## src/plj_pkg.sv

```systemverilog
// Package of the packet loss and jitter monitor: field widths, payload types,
// controller states and the command and status groups. Depends on nothing.
`default_nettype none

package plj_pkg;

	localparam int FRACTION_BITS_DEF = 16;
	localparam int SEQ_W             = 32;
	localparam int TIME_W            = 32;
	localparam int BYTES_W           = 64;
	localparam int JITTER_W          = 48;
	localparam int PB_W              = 16;
	localparam logic [PB_W-1:0] PB_RESET = 16'd1024;

	typedef struct packed {
		logic [SEQ_W-1:0]  sequence_number;
		logic [TIME_W-1:0] elapsed_ms;
	} pkt_t;

	typedef struct packed {
		logic [BYTES_W-1:0]         byte_total;
		logic [SEQ_W-1:0]           current_sequence;
		logic [SEQ_W-1:0]           lost_total;
		logic signed [JITTER_W-1:0] jitter_value;
	} status_t;

	typedef enum logic [3:0] {
		ST_IDLE,
		ST_LOSS,
		ST_COUNT,
		ST_DIV_A,
		ST_WAIT_A,
		ST_DIFF,
		ST_RESID,
		ST_DIV_B,
		ST_WAIT_B,
		ST_APPLY,
		ST_WRITE
	} plj_state_t;

	typedef struct packed {
		logic accept;
		logic upd_loss;
		logic set_count;
		logic div_start_a;
		logic take_x;
		logic take_resid;
		logic div_start_b;
		logic apply;
		logic write;
	} plj_cmd_t;

	typedef struct packed {
		logic stale;
		logic div_busy;
		logic out_free;
	} plj_stat_t;

endpackage

`default_nettype wire

```

## src/plj_stream_if.sv

```systemverilog
// Valid/ready channel used for packets, status results and configuration writes.
// The payload type is a parameter; depends on nothing.
`default_nettype none

interface plj_stream_if #(
	parameter type payload_t = logic
) ();
	logic     valid;
	logic     ready;
	payload_t data;

	modport source (output valid, output data, input ready);
	modport sink (input valid, input data, output ready);
endinterface

`default_nettype wire

```

## src/plj_div.sv

```systemverilog
// Iterative unsigned divider, two restoring quotient bits per cycle.
// Depends on plj_pkg for the divisor width.
`default_nettype none

module plj_div #(
	parameter int DW = 52
) (
	input  wire logic                     clk,
	input  wire logic                     arst_n,
	input  wire logic                     start,
	input  wire logic [DW-1:0]            dividend,
	input  wire logic [plj_pkg::SEQ_W-1:0] divisor,
	output logic                          busy,
	output logic [DW-1:0]                 quotient
);
	import plj_pkg::*;

	localparam int STEPS = DW / 2;
	localparam int CW    = $clog2(STEPS + 1);

	logic [CW-1:0]    cnt_q;
	logic [SEQ_W-1:0] rem_q;
	logic [SEQ_W-1:0] den_q;
	logic [DW-1:0]    quo_q;
	logic [SEQ_W-1:0] rem_nx;
	logic [DW-1:0]    quo_nx;

	// Two dependent restoring steps; the remainder stays below the divisor.
	always_comb begin
		logic [SEQ_W:0] trial;
		logic           ge;
		rem_nx = rem_q;
		quo_nx = quo_q;
		for (int i = 0; i < 2; i++) begin
			trial  = {rem_nx, quo_nx[DW-1]};
			ge     = trial >= {1'b0, den_q};
			quo_nx = {quo_nx[DW-2:0], ge};
			rem_nx = ge ? SEQ_W'(trial - {1'b0, den_q}) : trial[SEQ_W-1:0];
		end
	end

	always_ff @(posedge clk or negedge arst_n) begin
		if (!arst_n) begin
			cnt_q <= '0;
		end else if (start) begin
			cnt_q <= CW'(STEPS);
		end else if (cnt_q != '0) begin
			cnt_q <= cnt_q - CW'(1);
		end
	end

	always_ff @(posedge clk) begin
		if (start) begin
			rem_q <= '0;
			den_q <= divisor;
			quo_q <= dividend;
		end else if (cnt_q != '0) begin
			rem_q <= rem_nx;
			quo_q <= quo_nx;
		end
	end

	assign busy     = cnt_q != '0;
	assign quotient = quo_q;

endmodule

`default_nettype wire

```

## src/plj_datapath.sv

```systemverilog
// Datapath of the packet loss and jitter monitor: session state, the jitter
// arithmetic, the shared divider and the result register. Depends on plj_pkg, plj_div.
`default_nettype none

module plj_datapath #(
	parameter int FRACTION_BITS = plj_pkg::FRACTION_BITS_DEF
) (
	input  wire logic                    clk,
	input  wire logic                    arst_n,
	input  wire plj_pkg::plj_cmd_t       cmd,
	output plj_pkg::plj_stat_t           stat,
	input  wire plj_pkg::pkt_t           in_data,
	input  wire logic                    cfg_valid,
	input  wire logic [plj_pkg::PB_W-1:0] cfg_data,
	output logic                         out_valid,
	input  wire logic                    out_ready,
	output plj_pkg::status_t             out_data
);
	import plj_pkg::*;

	localparam int XN = TIME_W + 2 + FRACTION_BITS;
	// Width of the residual x - j, which also bounds the arrival-time term.
	localparam int XW = (XN > JITTER_W ? XN : JITTER_W) + 1;
	localparam int DW = XW + (XW % 2);
	localparam int SW = XW + 1;
	localparam int AW = TIME_W + FRACTION_BITS;

	logic [PB_W-1:0]            pb_q;
	logic [SEQ_W-1:0]           last_q;
	logic [SEQ_W-1:0]           lost_q;
	logic [TIME_W-1:0]          prev_q;
	logic [BYTES_W-1:0]         bytes_q;
	logic signed [JITTER_W-1:0] jit_q;

	logic [SEQ_W-1:0]           seq_q;
	logic [TIME_W-1:0]          time_q;
	logic [SEQ_W-1:0]           n_q;
	logic signed [XW-1:0]       x_q;
	logic signed [XW-1:0]       r_q;
	logic signed [SW-1:0]       jsum_q;
	logic                       out_valid_q;
	status_t                    out_data_q;

	logic [SEQ_W-1:0]           count;
	logic signed [TIME_W:0]     diff;
	logic signed [XW-1:0]       diff_sh;
	logic signed [XW-1:0]       avg_ext;
	logic [XW-1:0]              r_mag;
	logic signed [SW-1:0]       j_ext;
	logic signed [SW-1:0]       q_ext;
	logic [SW-JITTER_W:0]       upper;
	logic signed [JITTER_W-1:0] jit_sat;
	logic                       div_start;
	logic [DW-1:0]              div_dividend;
	logic                       div_busy;
	logic [DW-1:0]              quot;

	assign div_start    = cmd.div_start_a | cmd.div_start_b;
	assign r_mag        = r_q[XW-1] ? XW'(-r_q) : XW'(r_q);
	assign div_dividend = cmd.div_start_b ? DW'(r_mag) : DW'({time_q, {FRACTION_BITS{1'b0}}});

	plj_div #(
		.DW(DW)
	) u_div (
		.clk     (clk),
		.arst_n  (arst_n),
		.start   (div_start),
		.dividend(div_dividend),
		.divisor (n_q),
		.busy    (div_busy),
		.quotient(quot)
	);

	always_comb begin
		count   = seq_q - lost_q;
		diff    = $signed({1'b0, time_q}) - $signed({1'b0, prev_q});
		diff_sh = XW'(diff) <<< FRACTION_BITS;
		avg_ext = XW'(quot[AW-1:0]);
		j_ext   = SW'(jit_q);
		q_ext   = SW'(quot);
		upper   = jsum_q[SW-1:JITTER_W-1];
		if ((&upper) || !(|upper)) begin
			jit_sat = jsum_q[JITTER_W-1:0];
		end else if (jsum_q[SW-1]) begin
			jit_sat = {1'b1, {(JITTER_W-1){1'b0}}};
		end else begin
			jit_sat = {1'b0, {(JITTER_W-1){1'b1}}};
		end
	end

	always_ff @(posedge clk or negedge arst_n) begin
		if (!arst_n) begin
			pb_q <= PB_RESET;
		end else if (cfg_valid) begin
			pb_q <= cfg_data;
		end
	end

	always_ff @(posedge clk or negedge arst_n) begin
		if (!arst_n) begin
			last_q  <= '0;
			lost_q  <= '0;
			prev_q  <= '0;
			bytes_q <= '0;
			jit_q   <= '0;
		end else begin
			if (cmd.accept) begin
				bytes_q <= bytes_q + BYTES_W'(pb_q);
			end
			if (cmd.upd_loss) begin
				lost_q <= lost_q + seq_q - last_q - SEQ_W'(1);
				last_q <= seq_q;
			end
			if (cmd.write) begin
				jit_q  <= jit_sat;
				prev_q <= time_q;
			end
		end
	end

	always_ff @(posedge clk) begin
		if (cmd.accept) begin
			seq_q  <= in_data.sequence_number;
			time_q <= in_data.elapsed_ms;
		end
		if (cmd.set_count) begin
			n_q <= (count == '0) ? SEQ_W'(1) : count;
		end
		if (cmd.take_x) begin
			x_q <= diff_sh - avg_ext;
		end
		if (cmd.take_resid) begin
			r_q <= x_q - XW'(jit_q);
		end
		// Truncation toward zero: the magnitude quotient carries the residual's sign.
		if (cmd.apply) begin
			jsum_q <= r_q[XW-1] ? (j_ext - q_ext) : (j_ext + q_ext);
		end
		if (cmd.write) begin
			out_data_q.byte_total       <= bytes_q;
			out_data_q.current_sequence <= last_q;
			out_data_q.lost_total       <= lost_q;
			out_data_q.jitter_value     <= jit_sat;
		end
	end

	always_ff @(posedge clk or negedge arst_n) begin
		if (!arst_n) begin
			out_valid_q <= 1'b0;
		end else if (cmd.write) begin
			out_valid_q <= 1'b1;
		end else if (out_ready) begin
			out_valid_q <= 1'b0;
		end
	end

	assign stat.stale    = in_data.sequence_number <= last_q;
	assign stat.div_busy = div_busy;
	assign stat.out_free = !out_valid_q || out_ready;
	assign out_valid     = out_valid_q;
	assign out_data      = out_data_q;

endmodule

`default_nettype wire

```

## src/plj_ctrl.sv

```systemverilog
// Controller of the packet loss and jitter monitor: sequences one packet
// through the datapath. Depends on plj_pkg.
`default_nettype none

module plj_ctrl (
	input  wire logic              clk,
	input  wire logic              arst_n,
	input  wire logic              in_valid,
	output logic                   in_ready,
	input  wire plj_pkg::plj_stat_t stat,
	output plj_pkg::plj_cmd_t      cmd
);
	import plj_pkg::*;

	plj_state_t state_q;
	plj_state_t state_nx;

	always_ff @(posedge clk or negedge arst_n) begin
		if (!arst_n) begin
			state_q <= ST_IDLE;
		end else begin
			state_q <= state_nx;
		end
	end

	always_comb begin
		state_nx = state_q;
		cmd      = '0;
		in_ready = 1'b0;
		unique case (state_q)
			ST_IDLE: begin
				in_ready = 1'b1;
				if (in_valid) begin
					cmd.accept = 1'b1;
					// A stale packet only adds to the byte total.
					if (!stat.stale) begin
						state_nx = ST_LOSS;
					end
				end
			end
			ST_LOSS: begin
				cmd.upd_loss = 1'b1;
				state_nx     = ST_COUNT;
			end
			ST_COUNT: begin
				cmd.set_count = 1'b1;
				state_nx      = ST_DIV_A;
			end
			ST_DIV_A: begin
				cmd.div_start_a = 1'b1;
				state_nx        = ST_WAIT_A;
			end
			ST_WAIT_A: begin
				if (!stat.div_busy) begin
					state_nx = ST_DIFF;
				end
			end
			ST_DIFF: begin
				cmd.take_x = 1'b1;
				state_nx   = ST_RESID;
			end
			ST_RESID: begin
				cmd.take_resid = 1'b1;
				state_nx       = ST_DIV_B;
			end
			ST_DIV_B: begin
				cmd.div_start_b = 1'b1;
				state_nx        = ST_WAIT_B;
			end
			ST_WAIT_B: begin
				if (!stat.div_busy) begin
					state_nx = ST_APPLY;
				end
			end
			ST_APPLY: begin
				cmd.apply = 1'b1;
				state_nx  = ST_WRITE;
			end
			ST_WRITE: begin
				if (stat.out_free) begin
					cmd.write = 1'b1;
					state_nx  = ST_IDLE;
				end
			end
			default: begin
				state_nx = ST_IDLE;
			end
		endcase
	end

endmodule

`default_nettype wire

```

## src/packet_loss_jitter_monitor.sv

```systemverilog
// Packet loss and jitter monitor: watches received packets (sequence number and
// arrival time in ms) and, for every packet whose sequence number is above the last
// one taken, returns the byte total, that sequence number, the lost count and the
// running jitter in signed fixed point with FRACTION_BITS fraction bits, saturating
// at 48 bits. Every packet, stale or not, adds the configured packet_bytes to the
// byte total; a stale or repeated packet returns nothing. An in-order packet makes
// two passes through one shared divider that retires two quotient bits per cycle.
// A new packet is taken as soon as the previous one is finished, while its result
// still waits in the output register. Configuration writes are always ready and
// should be made only while the block is idle. Depends on plj_pkg, plj_stream_if,
// plj_ctrl and plj_datapath.
`default_nettype none

module packet_loss_jitter_monitor #(
	parameter int FRACTION_BITS = plj_pkg::FRACTION_BITS_DEF
) (
	input  wire logic   clk,
	input  wire logic   arst_n,
	plj_stream_if.sink   pkt,
	plj_stream_if.source status,
	plj_stream_if.sink   cfg
);
	import plj_pkg::*;

	plj_cmd_t  cmd;
	plj_stat_t stat;

	plj_ctrl u_ctrl (
		.clk     (clk),
		.arst_n  (arst_n),
		.in_valid(pkt.valid),
		.in_ready(pkt.ready),
		.stat    (stat),
		.cmd     (cmd)
	);

	plj_datapath #(
		.FRACTION_BITS(FRACTION_BITS)
	) u_dp (
		.clk      (clk),
		.arst_n   (arst_n),
		.cmd      (cmd),
		.stat     (stat),
		.in_data  (pkt.data),
		.cfg_valid(cfg.valid),
		.cfg_data (cfg.data),
		.out_valid(status.valid),
		.out_ready(status.ready),
		.out_data (status.data)
	);

	assign cfg.ready = 1'b1;

endmodule

`default_nettype wire

```

## src/flat_wrapper.sv

```systemverilog
// flat-port wrapper written by rule: the top's interface ports become plain ports
module packet_loss_jitter_monitor_flat import plj_pkg::*;
#(
	parameter int FRACTION_BITS = plj_pkg::FRACTION_BITS_DEF
)
  (clk, arst_n, pkt_valid, pkt_data, pkt_ready, status_valid, status_data, status_ready, cfg_valid, cfg_data, cfg_ready);
  plj_stream_if pkt_i ();
  plj_stream_if status_i ();
  plj_stream_if cfg_i ();
  input  wire logic clk;
  input  wire logic arst_n;
  input wire logic [$bits(pkt_i.valid)-1:0] pkt_valid;
  input wire logic [$bits(pkt_i.data)-1:0] pkt_data;
  output wire logic [$bits(pkt_i.ready)-1:0] pkt_ready;
  output wire logic [$bits(status_i.valid)-1:0] status_valid;
  output wire logic [$bits(status_i.data)-1:0] status_data;
  input wire logic [$bits(status_i.ready)-1:0] status_ready;
  input wire logic [$bits(cfg_i.valid)-1:0] cfg_valid;
  input wire logic [$bits(cfg_i.data)-1:0] cfg_data;
  output wire logic [$bits(cfg_i.ready)-1:0] cfg_ready;
  assign pkt_i.valid = pkt_valid;
  assign pkt_i.data = pkt_data;
  assign pkt_ready = pkt_i.ready;
  assign status_valid = status_i.valid;
  assign status_data = status_i.data;
  assign status_i.ready = status_ready;
  assign cfg_i.valid = cfg_valid;
  assign cfg_i.data = cfg_data;
  assign cfg_ready = cfg_i.ready;
  packet_loss_jitter_monitor #(.FRACTION_BITS(FRACTION_BITS)) u_core (.clk(clk), .arst_n(arst_n), .pkt(pkt_i), .status(status_i), .cfg(cfg_i));
endmodule
```

## config.mk

```make
export PLATFORM = sky130hd
export DESIGN_NAME = packet_loss_jitter_monitor_flat
export DESIGN_NICKNAME = d
export VERILOG_FILES = /design/src/plj_pkg.sv /design/src/plj_stream_if.sv /design/src/plj_div.sv /design/src/plj_datapath.sv /design/src/plj_ctrl.sv /design/src/packet_loss_jitter_monitor.sv /design/src/flat_wrapper.sv
export SDC_FILE = /design/constraint.sdc
export NUM_CORES = 1
export LEC_CHECK = 0
export ABC_CLOCK_PERIOD_IN_PS = 18070
export BUFFER_PORTS_ARGS = -buffer_cell sky130_fd_sc_hd__buf_2
export CORE_MARGIN = 8
export CORE_UTILIZATION = 30
export DETAILED_ROUTE_END_ITERATION = 16
export HOLD_SLACK_MARGIN = 0.02
export MAX_ROUTING_LAYER = met4
export PLACE_DENSITY = 0.41
export SYNTH_ARGS = -nofsm -noshare
export SYNTH_HDL_FRONTEND = slang
export SYNTH_SLANG_ARGS = --single-unit
```

## constraint.sdc

```tcl
create_clock -name clk -period 18.07 [get_ports clk]
set_input_delay 5.421 -clock clk [delete_from_list [all_inputs] [get_ports clk]]
set_output_delay 5.421 -clock clk [all_outputs]
set_load 0.005 [all_outputs]
```

==> results of run 1 <==
critical path: cells and delay by family (launching register included):
family                 cells  cell delay [ps]
and+or+nand+nor            1              350
buffers and inverters      1              180
DFF                        1              540
layout make-up:
type	instances	share of cell area (%)
Inverter	185	2.27
Clock buffer	78	4.76
Sequential cell	394	36.1
Multi-Input combinational cell	2241	50.6
Timing Repair Buffer	28	0.637
Tap cell	1186	4.84
Clock inverter	18	0.821
state kept, by name, indices dropped and copies added (netlist names):
name / cells
u_core.u_dp.out_data: 1
u_core.u_dp.jsum_q: 52
u_core.u_ctrl.state_q: 4
u_core.u_dp.u_div.quotient: 52
u_core.u_dp.u_div.den_q: 32
u_core.u_dp.r_q: 51
u_core.u_dp.time_q: 1
u_core.u_dp.jit_q: 48
u_core.u_dp.lost_q: 32
u_core.u_dp.prev_q: 1
u_core.u_dp.u_div.rem_q: 32
u_core.u_dp.x_q: 50
u_core.u_dp.n_q: 32
u_core.u_dp.out_valid: 1
u_core.u_dp.u_div.cnt_q: 5
per-stage QoR:
stage,instances,area [um2],hold slack [ps],util (%),worst slack [ps]
floorplan,2936,27600,400,-,11280
global placement,4034,28900,403,31.7,10740
detailed placement,4034,28900,406,31.7,10720
CTS,4130,30600,409,33.5,10910
global route,4130,30600,421,33.5,10740
finish,4130,30600,411,33.5,10980
metal layers:
metal	routed length [um]	global-route usage, %
met1	39300	21.7
met2	35300	24.0
met3	3290	2.03
met4	1610	3.53
met5	0	-
path summary, 6_finish.rpt:
| check | end | slack [ps] | from |
|---|---|---|---|
| worst max-delay path | pkt_ready | 10980 | u_core.u_ctrl.state_q[2] |
| worst min-delay path | u_core.u_dp.u_div.den_q[29] | 410 | u_core.u_dp.n_q[29] |
| worst max register to register | u_core.u_dp.u_div.rem_q[0] | 11180 | u_core.u_dp.u_div.den_q[11] |
| min in group asynchronous | u_core.u_dp.lost_q[29] | 4770 | arst_n |
| worst min register to register | u_core.u_dp.u_div.den_q[29] | 410 | u_core.u_dp.n_q[29] |
| max in group asynchronous | u_core.u_dp.u_div.cnt_q[0] | 11990 | arst_n |
layout by cell type, fill, tap and decap left out, types with 62 or more instances in the layout:
master	count
edfxtp_1	271
nand2_1	246
a21oi_1	216
xnor2_1	211
ha_1	205
nor2_1	186
inv_1	183
o21ai_0	181
xor2_1	133
a21o_1	94
dfrtp_1	91
nand3_1	63
nor3_1	62
logic make-up after synthesis:
family                     count (synthesis)  share of synthesized area, %
AOI/OAI and AO/OA                        834                          19.7
xor gates and xnor gates                 344                          10.9
adders and majority gates                209                          9.58
buffers and inverters                    301                          4.10
DFF                                      394                          40.0
muxes                                     35                          1.30
other                                      1                        0.0136
and+or+nand+nor                          818                          14.4
==> impl_metrics.csv, run 1 <==
group,metric,value,unit
run_status,outcome,"complete, no violations",
final_layout,drive_above_1_share,5.20,%
job,drv_cap,0,
clock_tree,ctsHtreeMaxLevel,2,
timing,fin_crit_sh,39.2,%
placed_design,dpl.hpwl,57.9,mm
clock_tree,post-cts-setup-buffer-count,0,
floorplan,io_pins,11,
global_route,grt_use_total,15.6,%
critical_path,path_class,"reg -> out",
clock_tree,holdBufCountCts,0,
synthesis,async_flop_share,23.1,%
critical_path,critPathRequiredTime,12650,ps
final_layout,diodes,0,
synthesis,yosys-top-cells-count,"271 x edfxtp_1, 247 x nand2_1, 217 x a21oi_1, 211 x xnor2_1, 205 x ha_1",
critical_path,crit_chain,"nor4_1, buf_2",
timing,rsz0062_at_grt,"false",
min_path,min_path_cells,0,
timing,worst_pin_slew,1060,ps
timing,fmax,141,MHz
synthesis,syn_area_per_cell,9.41,um2
clock_tree,clockRootBuffer,"clkbuf_16",
global_route,grt_first_pass_wirelength,124,mm
global_route,antenna_found_initial,0,
final_layout,final_nets,3117,
critical_path,crit_path_start_kind,"flip-flop",
synthesis,synth.distinct_cells,75,
timing,fin_crit,7090,ps
final_layout,regArea,11100,um2
global_route,grt_pass1_vias,21600,
global_route,grt-ovfl-total,0,
final_layout,areaGrowthSynthToFinish,11.0,%
final_layout,nFillCells,9388,
timing,fin_setup_tns,0,ps
detailed_routing,vias,21900,
timing,relSlewSlack,29.3,%
placed_design,gp_congestion,0.878,
synthesis,ys_warn_count,0,
synthesis,synth_area,27600,um2
timing,setup_viol,0,
clock_tree,cts_resized,0,
synthesis,synth_most_common_cell,"edfxtp_1",
critical_path,end_kind,"output port",
clock_tree,cts_sinks,394,
synthesis,ys_ff_latch,394,
detailed_routing,via_per_inst,5.29,
synthesis,synthesis.nets,3152,
clock_tree,clk_pin_slew,60,ps
clock_tree,cts_buffer_depth,3,
clock_tree,clock_latency,610,ps
final_layout,multiInputGateArea,15500,um2
floorplan,start_util,30.2,%
synthesis,yosys_most_used_dff,"edfxtp_1",
min_path,hold_class,"reg -> reg",
critical_path,path_max_fanout,9,
floorplan,die_x,319,um
synthesis,synth.area.top_cells,"edfxtp_1 29%, ha_1 9.3%, dfrtp_1 8.2%, xnor2_1 6.7%, xor2_1 4.2%",
synthesis,ys_seq_area_share,40.0,%
detailed_routing,wl_per_cell,19.2,um
critical_path,reg2reg_depth,22,
synthesis,synth_top_area_share,29.5,%
synthesis,synth_area_leader_cell,"edfxtp_1",
critical_path,slowest_delay,540,ps
timing,hold_violations,0,
floorplan,dieArea,102000,um2
floorplan,die_y,319,um
clock_tree,cts_tree,"built",
timing,drv_slew,0,
detailed_routing,drtIter0Drc,1557,
placed_design,port_buffers,7,
synthesis,synth_cells,2936,
floorplan,floorplan.rows,111,
detailed_routing,wl,79.4,mm
global_route,grt_max_degree,75,
timing,skew,20.0,ps
synthesis,synth_edf_count,271,
detailed_routing,dr.pass1.iters,7,
floorplan,core,91400,um2
critical_path,critical-path-slowest-cell,"dfrtp_1",
detailed_routing,drc,0,
clock_tree,cts_buffers,51,
critical_path,arrival,1670,ps
detailed_routing,ant_nets,0,
Power of run 1 is left out: the tool's default activity adds up to more than one toggle a clock period on the data nets, which glitch-free logic cannot reach.
==> run 2: changes to the inputs <==
--- a/config.mk
+++ b/config.mk
@@ -5,7 +5,8 @@
 export SDC_FILE = /design/constraint.sdc
 export NUM_CORES = 1
 export LEC_CHECK = 0
-export ABC_CLOCK_PERIOD_IN_PS = 18070
+export ABC_AREA = 1
+export ABC_CLOCK_PERIOD_IN_PS = 7100
 export BUFFER_PORTS_ARGS = -buffer_cell sky130_fd_sc_hd__buf_2
 export CORE_MARGIN = 8
 export CORE_UTILIZATION = 30
==> constraint.sdc (replaced) <==
create_clock -name clk -period 7.1 [get_ports clk]
set_input_delay 2.13 -clock clk [delete_from_list [all_inputs] [get_ports clk]]
set_output_delay 2.13 -clock clk [all_outputs]
set_load 0.005 [all_outputs]
==> run 2 against run 1 <==
- core utilization decreased by 0.14 points
- register-to-register slack got worse by 9400 ps
- first-iteration DRC count increased by 56%
- via count increased by 31%
- worst hold slack improved by 5.3 ps
- synthesized area increased by 14%
- sequential cell count unchanged
- die area increased by 13%
- clock-buffer cell count decreased by 6
- global-route usage increased by 4.9 points
- routed wire length increased by 48%
- final cell count increased by 39%
==> impl_metrics.csv, run 2 <==
group,metric,value,unit
timing,drv_slew,0,
clock_tree,clk_pin_slew,60,ps
synthesis,synth_edf_count,271,
critical_path,crit_chain,"inv_1, ha_1, nand3_1, nor2_1, nand2_1, nor3_1, nand4_1, nor2_1, a31oi_1, xor2_1, ha_1, nand2_1, nor2_1, inv_1, nor4_1, nand3_1, nand3_1, nand2_1, nand3_1, nand2_1, nand3_1, nand2_1",
critical_path,path_class,"reg -> reg",
global_route,grt-ovfl-total,0,
clock_tree,clockRootBuffer,"clkbuf_16",
clock_tree,cts_tree,"built",
floorplan,core,105000,um2
clock_tree,cts_sinks,394,
critical_path,critical-path-slowest-cell,"edfxtp_1",
synthesis,synth_cells,4273,
floorplan,die_y,340,um
synthesis,async_flop_share,23.1,%
detailed_routing,routed.top_layer,"met4",
synthesis,ys_ff_latch,394,
floorplan,floorplan.rows,119,
min_path,hold_end,"u_core.u_dp.u_div.den_q[4]",
detailed_routing,drtIter0Drc,2436,
clock_tree,cts_buffer_depth,3,
critical_path,end_kind,"flip-flop",
floorplan,start_util,30.1,%
global_route,antenna_found_initial,5,
synthesis,yosys_most_used_dff,"edfxtp_1",
floorplan,dieArea,116000,um2
detailed_routing,wl_per_cell,20.6,um
detailed_routing,vias,28700,
critical_path,reg2reg_from,"u_core.u_dp.u_div.quotient[0]",
timing,rsz0062_at_grt,"false",
clock_tree,ctsHtreeMaxLevel,2,
job,drv_cap,0,
clock_tree,cts_resized,0,
min_path,min_path_cells,0,
clock_tree,holdBufCountCts,0,
synthesis,yosys-top-cells-count,"981 x nand2_1, 632 x inv_1, 443 x nor2_1, 271 x edfxtp_1, 265 x nand3_1",
final_layout,nFillCells,11400,
final_layout,postLayoutCellArea,35000,um2
critical_path,r2r_setup_slack,1740,ps
final_layout,multiInputGateArea,17700,um2
synthesis,ys_seq_area_share,35.1,%
placed_design,placed_area,33200,um2
global_route,grt_pass1_vias,27900,
min_path,hold_start,"u_core.u_dp.n_q[4]",
timing,fmax,186,MHz
detailed_routing,dr.pass1.iters,5,
global_route,grt_max_degree,75,
min_path,hold_class,"reg -> reg",
critical_path,path_max_fanout,7,
final_layout,final_nets,4498,
detailed_routing,route.met2.wl,45.9,mm
timing,fin_crit_sh,75.5,%
synthesis,syn_area_per_cell,7.37,um2
final_layout,regArea,11100,um2
timing,fin_setup_tns,0,ps
synthesis,synth_area_leader_cell,"edfxtp_1",
global_route,grt_use_total,20.4,%
synthesis,synthesis.nets,4489,
placed_design,gp_congestion,0.909,
critical_path,slowest_delay,440,ps
final_layout,areaGrowthSynthToFinish,11.0,%
floorplan,die_x,340,um
detailed_routing,ant_nets,0,
detailed_routing,wl,118,mm
timing,worst_pin_slew,974,ps
final_layout,final_common_cell,"nand2_1",
detailed_routing,drc,0,
synthesis,synth_area,31500,um2
synthesis,synth.distinct_cells,66,
critical_path,r2r-end,"u_core.u_dp.jsum_q[50]",
final_layout,drive_above_1_share,5.57,%
timing,hold_violations,0,
synthesis,synth_most_common_cell,"nand2_1",
final_layout,layout_common_cells,"980 x nand2_1, 630 x inv_1, 437 x nor2_1",
critical_path,critPathRequiredTime,7510,ps
synthesis,ys_warn_count,0,
timing,skew,44.5,ps
timing,relSlewSlack,34.4,%
global_route,grt_first_pass_wirelength,177,mm
placed_design,port_buffers,7,
run_status,outcome,"complete, no violations",
clock_tree,post-cts-setup-buffer-count,0,
critical_path,crit_path_start_kind,"flip-flop",
detailed_routing,routed-wl-met3,7.83,mm
clock_tree,cts_buffers,53,
detailed_routing,via_per_inst,5.01,
clock_tree,clock_latency,660,ps
timing,setup_viol,0,
timing,fin_crit,5360,ps
floorplan,io_pins,11,
synthesis,synth_top_area_share,25.8,%
placed_design,dpl.hpwl,94.5,mm
critical_path,arrival,5780,ps
synthesis,synth.area.top_cells,"edfxtp_1 26%, nand2_1 12%, ha_1 8.1%, inv_1 7.5%, dfrtp_1 7.2%",
critical_path,reg2reg_depth,22,
detailed_routing,wl_met1,62.0,mm
## run 2: area by class of cell
| type | count | area share, % |
|---|---|---|
| clock buffer | 72 | 4.23 |
| timing repair buffer | 31 | 0.623 |
| sequential | 394 | 31.6 |
| antenna | 5 | 0.0358 |
| clock inverter | 28 | 0.884 |
| tap | 1391 | 4.98 |
| inverter | 643 | 6.91 |
| multi-input combinational | 3159 | 50.7 |
## run 2: worst max-delay path, delay by kind of cell, from the launching register on
family	cells	cell delay, ps
and+or+nand+nor	16	3180
adders and majority gates	2	640
DFF	1	440
xor gates and xnor gates	1	380
buffers and inverters	2	310
AOI/OAI and AO/OA	1	140
## run 2: cells by family (layout without fill, tap and decap cells)
kind of cell | after synthesis | count (layout) | synth area share, %
xor gates and xnor gates | 246 | 246 | 6.84
AOI/OAI and AO/OA | 748 | 748 | 13.8
adders and majority gates | 209 | 209 | 8.40
DFF | 394 | 394 | 35.1
and+or+nand+nor | 1955 | 1955 | 27.1
other | 1 | 6 | 0.0119
buffers and inverters | 720 | 774 | 8.75
## run 2: per-stage QoR
| stage | std cells | util (%) | hold slack [ps] | worst slack, ps |
|---|---|---|---|---|
| 2_1_floorplan | 4273 | - | 400 | 3380 |
| 3_3_place_gp | 5618 | 31.7 | 402 | 1850 |
| 3_5_place_dp | 5618 | 31.7 | 405 | 1840 |
| 4_1_cts | 5718 | 33.4 | 418 | 1800 |
| 5_1_grt | 5719 | 33.4 | 427 | 1420 |
| 6_report | 5723 | 33.4 | 416 | 1740 |
## run 2: how the worst max path moves through the flow
stage / depth (start not counted) / startpoint / slack (ps) / to
after global routing: 21 / u_core.u_dp.u_div.quotient[0] / 1420 / u_core.u_dp.jsum_q[49]
final: 22 / u_core.u_dp.u_div.quotient[0] / 1740 / u_core.u_dp.jsum_q[50]
after detailed placement: 22 / u_core.u_dp.u_div.quotient[0] / 1840 / u_core.u_dp.jsum_q[50]
after CTS: 21 / u_core.u_dp.u_div.quotient[0] / 1800 / u_core.u_dp.jsum_q[50]
after floorplan: 25 / u_core.u_dp.u_div.quotient[51] / 3380 / u_core.u_dp.u_div.quotient[0]
after global placement: 21 / u_core.u_dp.u_div.quotient[0] / 1850 / u_core.u_dp.jsum_q[47]
## run 2: routing by layer
metal	GRT usage, %	vias to the layer above
met5	-	-
met4	3.78	0
met3	3.70	115
met2	27.5	697
met1	31.4	13600
li1	-	14300
Power of run 2 is left out for the same reason.
